$ cat config.mk
export PLATFORM = sky130hd
export DESIGN_NAME = ctf_ctrl
export DESIGN_NICKNAME = d
export VERILOG_FILES = /design/src/ctf_pkg.sv /design/src/ctf_ctrl.sv
export SDC_FILE = /design/constraint.sdc
export NUM_CORES = 1
export LEC_CHECK = 0
export BUFFER_PORTS_ARGS = -buffer_cell sky130_fd_sc_hd__buf_4
export CAP_MARGIN = 20
export CORE_MARGIN = 2
export CORE_UTILIZATION = 48
export CTS_CLUSTER_SIZE = 12
export DETAILED_ROUTE_END_ITERATION = 8
export PLACE_DENSITY = 0.86
export SYNTH_ARGS = -nofsm -noshare
export SYNTH_HDL_FRONTEND = slang
export SYNTH_SLANG_ARGS = --single-unit
$ cat constraint.sdc
create_clock -name aclk -period 1.6 [get_ports aclk]
set_input_delay 0.08 -clock aclk [delete_from_list [all_inputs] [get_ports aclk]]
set_output_delay 0.08 -clock aclk [all_outputs]
set_load 0.005 [all_outputs]
$ cat src/ctf_pkg.sv
package ctf_pkg;

    localparam int unsigned TICKS_DEFAULT = 1000;
    localparam logic [16:0] GYRO_WEIGHT_RESET = 17'd62915;
    localparam logic [16:0] WEIGHT_ONE = 17'd65536;
    localparam logic signed [25:0] ANGLE_90 = 26'sd5898240;
    localparam int unsigned CORDIC_STEPS = 16;
    localparam int unsigned SQRT_STEPS = 24;

    typedef enum logic [3:0] {
        ST_IDLE,
        ST_SQ_Y,
        ST_SQ_Z,
        ST_SQRT,
        ST_CINIT,
        ST_CORDIC,
        ST_FINISH,
        ST_BLEND1,
        ST_BLEND2,
        ST_BLEND3,
        ST_DONE
    } state_t;

    typedef struct packed {
        logic       load;
        logic       sq_y;
        logic       sq_z;
        logic       sqrt_step;
        logic       cordic_init;
        logic       cordic_step;
        logic [3:0] iter;
        logic       finish;
        logic       blend1;
        logic       blend2;
        logic       blend3;
        logic       emit;
    } cmd_t;

    typedef struct packed {
        logic out_free;
    } status_t;

    function automatic logic signed [25:0] atan_deg(input logic [3:0] i);
        logic signed [25:0] v;
        unique case (i)
            4'd0:  v = 26'sd2949120;
            4'd1:  v = 26'sd1740967;
            4'd2:  v = 26'sd919879;
            4'd3:  v = 26'sd466945;
            4'd4:  v = 26'sd234379;
            4'd5:  v = 26'sd117304;
            4'd6:  v = 26'sd58666;
            4'd7:  v = 26'sd29335;
            4'd8:  v = 26'sd14668;
            4'd9:  v = 26'sd7334;
            4'd10: v = 26'sd3667;
            4'd11: v = 26'sd1833;
            4'd12: v = 26'sd917;
            4'd13: v = 26'sd458;
            4'd14: v = 26'sd229;
            4'd15: v = 26'sd115;
            default: v = 26'sd0;
        endcase
        return v;
    endfunction

endpackage

$ cat src/ctf_ctrl.sv
module ctf_ctrl (
    input  logic                aclk,
    input  logic                aresetn,
    input  logic                s_tvalid,
    output logic                s_tready,
    input  ctf_pkg::status_t    status,
    output ctf_pkg::cmd_t       cmd
);

    ctf_pkg::state_t state_reg, state_next;
    logic [4:0] iter_reg, iter_next;

    always_ff @(posedge aclk) begin
        if (!aresetn) begin
            state_reg <= ctf_pkg::ST_IDLE;
            iter_reg  <= '0;
        end else begin
            state_reg <= state_next;
            iter_reg  <= iter_next;
        end
    end

    always_comb begin
        state_next = state_reg;
        iter_next  = iter_reg;
        cmd        = '0;
        cmd.iter   = iter_reg[3:0];
        s_tready   = 1'b0;
        unique case (state_reg)
            ctf_pkg::ST_IDLE: begin
                s_tready = 1'b1;
                if (s_tvalid) begin
                    cmd.load   = 1'b1;
                    state_next = ctf_pkg::ST_SQ_Y;
                end
            end
            ctf_pkg::ST_SQ_Y: begin
                cmd.sq_y   = 1'b1;
                state_next = ctf_pkg::ST_SQ_Z;
            end
            ctf_pkg::ST_SQ_Z: begin
                cmd.sq_z   = 1'b1;
                iter_next  = '0;
                state_next = ctf_pkg::ST_SQRT;
            end
            ctf_pkg::ST_SQRT: begin
                cmd.sqrt_step = 1'b1;
                iter_next     = iter_reg + 5'd1;
                if (iter_reg == 5'(ctf_pkg::SQRT_STEPS - 1)) begin
                    state_next = ctf_pkg::ST_CINIT;
                end
            end
            ctf_pkg::ST_CINIT: begin
                cmd.cordic_init = 1'b1;
                iter_next       = '0;
                state_next      = ctf_pkg::ST_CORDIC;
            end
            ctf_pkg::ST_CORDIC: begin
                cmd.cordic_step = 1'b1;
                iter_next       = iter_reg + 5'd1;
                if (iter_reg == 5'(ctf_pkg::CORDIC_STEPS - 1)) begin
                    state_next = ctf_pkg::ST_FINISH;
                end
            end
            ctf_pkg::ST_FINISH: begin
                cmd.finish = 1'b1;
                state_next = ctf_pkg::ST_BLEND1;
            end
            ctf_pkg::ST_BLEND1: begin
                cmd.blend1 = 1'b1;
                state_next = ctf_pkg::ST_BLEND2;
            end
            ctf_pkg::ST_BLEND2: begin
                cmd.blend2 = 1'b1;
                state_next = ctf_pkg::ST_BLEND3;
            end
            ctf_pkg::ST_BLEND3: begin
                cmd.blend3 = 1'b1;
                state_next = ctf_pkg::ST_DONE;
            end
            ctf_pkg::ST_DONE: begin
                if (status.out_free) begin
                    cmd.emit   = 1'b1;
                    state_next = ctf_pkg::ST_IDLE;
                end
            end
            default: state_next = ctf_pkg::ST_IDLE;
        endcase
    end

endmodule

==> impl_metrics.py, run 1 <==
metrics = {
    "status": {
        "status": "finished, final reports clean",
    },
    "power": {
        "clkPwrFrac_pct": 27.8,
        "pwr-share-comb_pct": 34.1,
        "internal-power_uw": 451,
        "power_density_mw_per_mm2": 831,
        "p_total_uw": 705,
        "switching_share_pct": 36.0,
        "p_sw_uw": 254,
        "irDropWorstVdd_mv": 0.460,
        "seq_power_share_pct": 38.1,
        "leakagePower_nw": 0.370,
    },
    "final_layout": {
        "layout_commonest_cell": "buf_4",
        "n_fill_cell": 97,
        "diodes": 0,
        "drive_gt1_share_pct": 32.7,
        "nNetsFinal": 117,
        "largest_reg_flops": 5,
        "synthToLayoutAreaGrowth_pct": 33.5,
        "fin_cells": 125,
        "mostFrequentLayoutCells": "buf_4, nand2_1, nor2_1",
    },
    "synth": {
        "ys_warn_count": 0,
        "synth-seq-cells": 9,
        "netlist_area_um2": 636,
        "yosysSeqAreaShare_pct": 28.3,
        "syn_nets": 96,
        "synthCells": 90,
        "ys_types": 32,
        "synth.avg_cell_area_um2": 7.06,
    },
    "cts": {
        "numCtsBuffers": 3,
        "post_cts_buffers": 0,
        "cts_num_sinks": 9,
        "htree_num_levels": 1,
        "cts_tree": "built",
        "clk_latency_ns": 0.28,
        "clk_pin_slew_ns": 0.07,
        "cts_buffer_depth": 2,
        "cts-root-buf": "clkbuf_4",
    },
    "drt": {
        "drtIter0Drc": 36,
        "wl_per_cell_um": 13.4,
        "firstDrtPassIters": 4,
        "drc_errors": 0,
        "routed_wl_um": 1670,
        "vias": 711,
        "ant_nets": 0,
        "drt-vias-per-instance": 5.69,
    },
    "floorplanning": {
        "coreArea_mm2": 0.00127,
        "ioPinCount": 20,
        "start_util_pct": 50.1,
        "die_x_um": 40.4,
        "row_count": 13,
        "die_area_mm2": 0.00163,
        "die_h_um": 40.4,
    },
    "critical_path": {
        "crit_end": "cmd[14]",
        "cp_common_cell": "buf_4",
        "worst-path-max-fanout": 7,
        "crit_type": "register to primary output",
        "r2r_end": "state_reg[0]",
        "worstReg2RegStart": "iter_reg[1]",
        "r2r_setup_slack_ns": 0.05,
        "worstPathArrival_ns": 1.49,
        "startpoint_type": "register",
        "critPathMaxStageDelay_ns": 0.37,
        "cp.depth": 5,
        "end_kind": "primary output",
        "reg2reg_depth": 6,
        "required_ns": 1.52,
        "crit_path_cell_trace": "buf_4 -> or2_4 -> nor3_4 -> and2_1 -> buf_4",
        "cp-startpoint": "state_reg[1]",
        "crit_family": "simple AND/OR/NAND/NOR gates",
        "slowest_stage": "dfxtp_4",
        "crit_buf_inv": 2,
    },
    "global_route": {
        "grt_overflow": 0,
        "grt_max_degree": 15,
        "grt_pass1_vias": 541,
        "grt_pass1_wl_um": 2390,
        "grt_use_total_pct": 22.6,
        "antenna_found_initial": 0,
    },
    "worst_hold_path": {
        "hold_path.class": "input port to register",
    },
    "placement": {
        "dp_worst_setup_slack_ns": 0.0105,
        "placed_cells": 121,
        "hpwl_um": 1140,
        "io_buffers": 19,
        "gp_congestion": 0.789,
    },
    "timing": {
        "max_freq_mhz": 638,
        "rsz0062_at_grt": "false",
        "setup_viol": 0,
        "period_minus_slack_ns": 1.57,
        "min_period_over_period_pct": 98.0,
        "skew_ns": 0.00771,
        "hold_ws_ns": 0.115,
        "tightest_slew_ns": 0.362,
        "fin_ws_ns": 0.0318,
        "fin_setup_tns_ns": 0,
        "max_slew_margin_pct": 75.7,
        "maxSlewViolCount": 0,
        "hold_viol_final": 0,
    },
    "flow_run": {
        "maxCapViolCount": 0,
    },
}
repair_timing:
item,4_1_cts,5_1_grt
resized for setup,6,4
pin swaps,1,2
hold buffers,0,0
hold endpoints to repair,0,0
setup endpoints to repair,3,3
cloned,0,0
worst min path at each step:
stage          startpoint  slack, ns           end  cells after the start
2_1_floorplan     aresetn       0.23   iter_reg[0]                      2
3_3_place_gp      aresetn       0.40  state_reg[0]                      2
3_5_place_dp      aresetn       0.41  state_reg[0]                      2
4_1_cts           aresetn       0.12  state_reg[0]                      2
5_1_grt           aresetn       0.13  state_reg[0]                      2
6_report          aresetn       0.12  state_reg[0]                      2
routing by layer:
metal / track usage, % / part of all wire [%] / up-vias
met4: 13.3 / 1.7 / 0
met5: 0 / 0 / -
met2: 32.5 / 46 / 28
li1: - / - / 354
met3: 3.33 / 4.2 / 3
met1: 31.1 / 48 / 326
cell usage after synthesis:
cell type	number	area, um2
a211oi_1	1	7.51
a21boi_1	2	15.0
a21oi_1	3	15.0
a31oi_1	1	6.26
a41o_1	1	10.0
and2_1	1	6.26
and3_1	1	6.26
and4_1	1	8.76
and4b_1	1	10.0
buf_2	2	10.0
buf_4	4	30.0
clkbuf_1	3	11.3
dfxtp_1	9	180
ha_1	2	25.0
inv_1	3	11.3
nand2_1	11	41.3
nand2b_1	5	31.3
nand3_1	5	25.0
nand3b_1	1	7.51
nand4_1	1	6.26
nor2_1	11	41.3
nor2b_1	1	6.26
nor3_1	6	30.0
nor3b_1	2	15.0
o21a_1	1	7.51
o21ai_0	2	10.0
o21ai_1	1	5.00
o22ai_1	2	12.5
o311a_1	1	10.0
or2_1	2	12.5
or3_1	2	12.5
xnor2_1	1	8.76
cells by family after synthesis:
family                   count (synthesis)  synth area share [%]
adder cells (fa/ha/maj)                  2                  3.94
flip-flops                               9                  28.3
buffers and inverters                   12                  9.84
AO/OA/AOI/OAI                           15                  15.6
AND/OR/NAND/NOR                         51                  40.9
XOR/XNOR                                 1                  1.38
power by group through the flow:
stage | registers (mW) | logic (mW) | clock network (mW)
CTS | 0.266 | 0.237 | 0.195
global placement | 0.268 | 0.208 | 0
detailed placement | 0.269 | 0.215 | 0
global route | 0.272 | 0.258 | 0.201
floorplan | 0.256 | 0.140 | 0
finish | 0.269 | 0.240 | 0.196
cell type report:
| type | count | area [um2] | share of cell area [%] |
|---|---|---|---|
| Clock buffer | 4 | 26.3 | 3.10 |
| Inverter | 3 | 11.3 | 1.33 |
| Multi-Input combinational cell | 69 | 418 | 49.3 |
| Sequential cell | 9 | 186 | 22.0 |
| Tap cell | 15 | 18.8 | 2.21 |
| Timing Repair Buffer | 25 | 188 | 22.1 |
stage by stage:
step	cell area (um2)	utilization, %
detailed placement	791	62.3
CTS	837	66.0
finish	848	66.9
floorplan	636	-
global placement	791	62.3
global route	848	66.9
(Power assumes the default switching activity.)
==> run 2: changes to the inputs <==
--- a/config.mk
+++ b/config.mk
@@ -14,2 +14,3 @@
 export PLACE_DENSITY = 0.86
+export SLEW_MARGIN = 20
 export SYNTH_ARGS = -nofsm -noshare
--- a/constraint.sdc
+++ b/constraint.sdc
@@ -3,2 +3,2 @@
 set_output_delay 0.08 -clock aclk [all_outputs]
-set_load 0.005 [all_outputs]
+set_load 0.05 [all_outputs]
==> impl_metrics.py, run 2 (synthesis results as in run 1) <==
metrics = {
    "critical_path": {
        "crit_path_cell_trace": "ha_1 -> and3_1 -> ha_1 -> or3_1 -> a21oi_2 -> o311a_1",
        "startpoint_type": "register",
        "worstPathArrival_ns": 1.74,
        "critPathMaxStageDelay_ns": 0.34,
        "end_kind": "register",
        "slowest_stage": "dfxtp_2",
        "required_ns": 1.81,
        "worst-path-max-fanout": 4,
        "cp_common_cell": "ha_1",
        "crit_type": "register to register",
    },
    "flow_run": {
        "maxCapViolCount": 0,
    },
    "cts": {
        "clk_latency_ns": 0.26,
        "cts_buffer_depth": 2,
        "cts_tree": "built",
        "htree_num_levels": 1,
        "cts-root-buf": "clkbuf_4",
        "clk_pin_slew_ns": 0.06,
        "cts_num_sinks": 9,
        "numCtsBuffers": 3,
    },
    "drt": {
        "drtIter0Drc": 10,
        "firstDrtPassIters": 4,
        "ant_nets": 0,
        "routed_wl_um": 1580,
        "drc_errors": 0,
        "drt-vias-per-instance": 5.50,
        "wl_per_cell_um": 12.5,
        "vias": 699,
    },
    "floorplanning": {
        "die_x_um": 40.4,
        "die_area_mm2": 0.00163,
        "row_count": 13,
        "ioPinCount": 20,
        "start_util_pct": 50.1,
        "coreArea_mm2": 0.00127,
        "die_h_um": 40.4,
    },
    "global_route": {
        "antenna_found_initial": 0,
        "grt_pass1_vias": 632,
        "grt_use_total_pct": 24.0,
        "grt_max_degree": 15,
        "grt_overflow": 0,
        "grt_pass1_wl_um": 2570,
    },
    "final_layout": {
        "largest_reg_flops": 5,
        "nNetsFinal": 119,
        "mostFrequentLayoutCells": "buf_4, nand2_1, nor2_1",
        "synthToLayoutAreaGrowth_pct": 36.0,
        "drive_gt1_share_pct": 33.9,
        "n_fill_cell": 112,
        "diodes": 0,
        "register_area_um2": 181,
        "multi_input_area_um2": 424,
        "layout_commonest_cell": "buf_4",
    },
    "power": {
        "power_density_mw_per_mm2": 906,
        "internal-power_uw": 455,
        "leakagePower_nw": 0.386,
        "p_total_uw": 783,
        "irDropWorstVdd_mv": 0.531,
        "clkPwrFrac_pct": 22.6,
        "switching_share_pct": 41.8,
        "p_sw_uw": 328,
        "pwr-share-comb_pct": 43.8,
        "seq_power_share_pct": 33.6,
    },
    "timing": {
        "max_slew_margin_pct": 77.7,
        "setup_viol": 0,
        "maxSlewViolCount": 0,
        "fin_setup_tns_ns": 0,
        "hold_ws_ns": 0.132,
        "tightest_slew_ns": 0.333,
        "min_period_over_period_pct": 96.0,
        "period_minus_slack_ns": 1.54,
        "max_freq_mhz": 651,
        "skew_ns": 0.00215,
        "hold_viol_final": 0,
        "rsz0062_at_grt": "true",
    },
    "placement": {
        "hpwl_um": 1190,
        "io_buffers": 19,
        "gp_congestion": 0.808,
    },
    "status": {
        "status": "finished, final reports clean",
    },
    "worst_hold_path": {
        "hold_path.class": "input port to register",
    },
}
## run 2: changes by cell type in the layout (fill, tap and decap cells not counted), sizes merged
cell  before  now
buf       25   27
## run 2: worst max-delay path: cells and delay by family, from the launching register on
kind | cells | cell delay, ns
compound gates | 2 | 0.28
fa+ha+maj | 2 | 0.37
flops | 1 | 0.34
simple gates | 2 | 0.50
## run 2: worst paths after layout
| path | from | to | slack (ns) | depth (start not counted) |
|---|---|---|---|---|
| worst max register to register | iter_reg[1] | state_reg[0] | 0.06 | 6 |
| worst min-delay path | aresetn | state_reg[0] | 0.13 | 2 |
| worst min register to register | iter_reg[4] | iter_reg[4] | 0.47 | 2 |
| worst max-delay path | iter_reg[1] | state_reg[0] | 0.06 | 6 |
## run 2: final cells by class
class,count,share of cell area (%)
repair buffers,27,23.4
multi-input cells,69,49.1
flip-flops and latches,9,21.0
well taps,15,2.17
clock buffers,4,3.04
inverters,3,1.30
## run 2: metal layers
metal / share of wire (%) / up-vias / track usage (%)
met5: 0 / - / 0
li1: - / 359 / -
met3: 6.0 / 2 / 3.33
met2: 52 / 19 / 45.2
met4: 0.76 / 0 / 12.5
met1: 41 / 319 / 25.1
## run 2: power by group through the flow
stage / clock network [mW] / registers [mW] / logic, mW
after global routing: 0.188 / 0.266 / 0.371
final: 0.177 / 0.263 / 0.343
after global placement: 0 / 0.266 / 0.331
after floorplan: 0 / 0.256 / 0.251
after CTS: 0.180 / 0.262 / 0.338
after detailed placement: 0 / 0.267 / 0.337
## run 2: repair_timing
item	in CTS	in global routing
hold endpoints to repair	0	0
endpoints found under the setup margin	0	3
resized for setup	0	3
hold buffers	0	0
setup buffers	0	0
## run 2: per-stage QoR
stage | setup slack (ns) | instance area [um2] | utilization [%] | instances
3_3_place_gp | 0.105 | 831 | 65.5 | 123
4_1_cts | 0.0273 | 857 | 67.6 | 127
2_1_floorplan | -0.0912 | 661 | - | 90
6_report | 0.0648 | 865 | 68.1 | 127
5_1_grt | -0.0179 | 865 | 68.1 | 127
3_5_place_dp | 0.0481 | 831 | 65.5 | 123
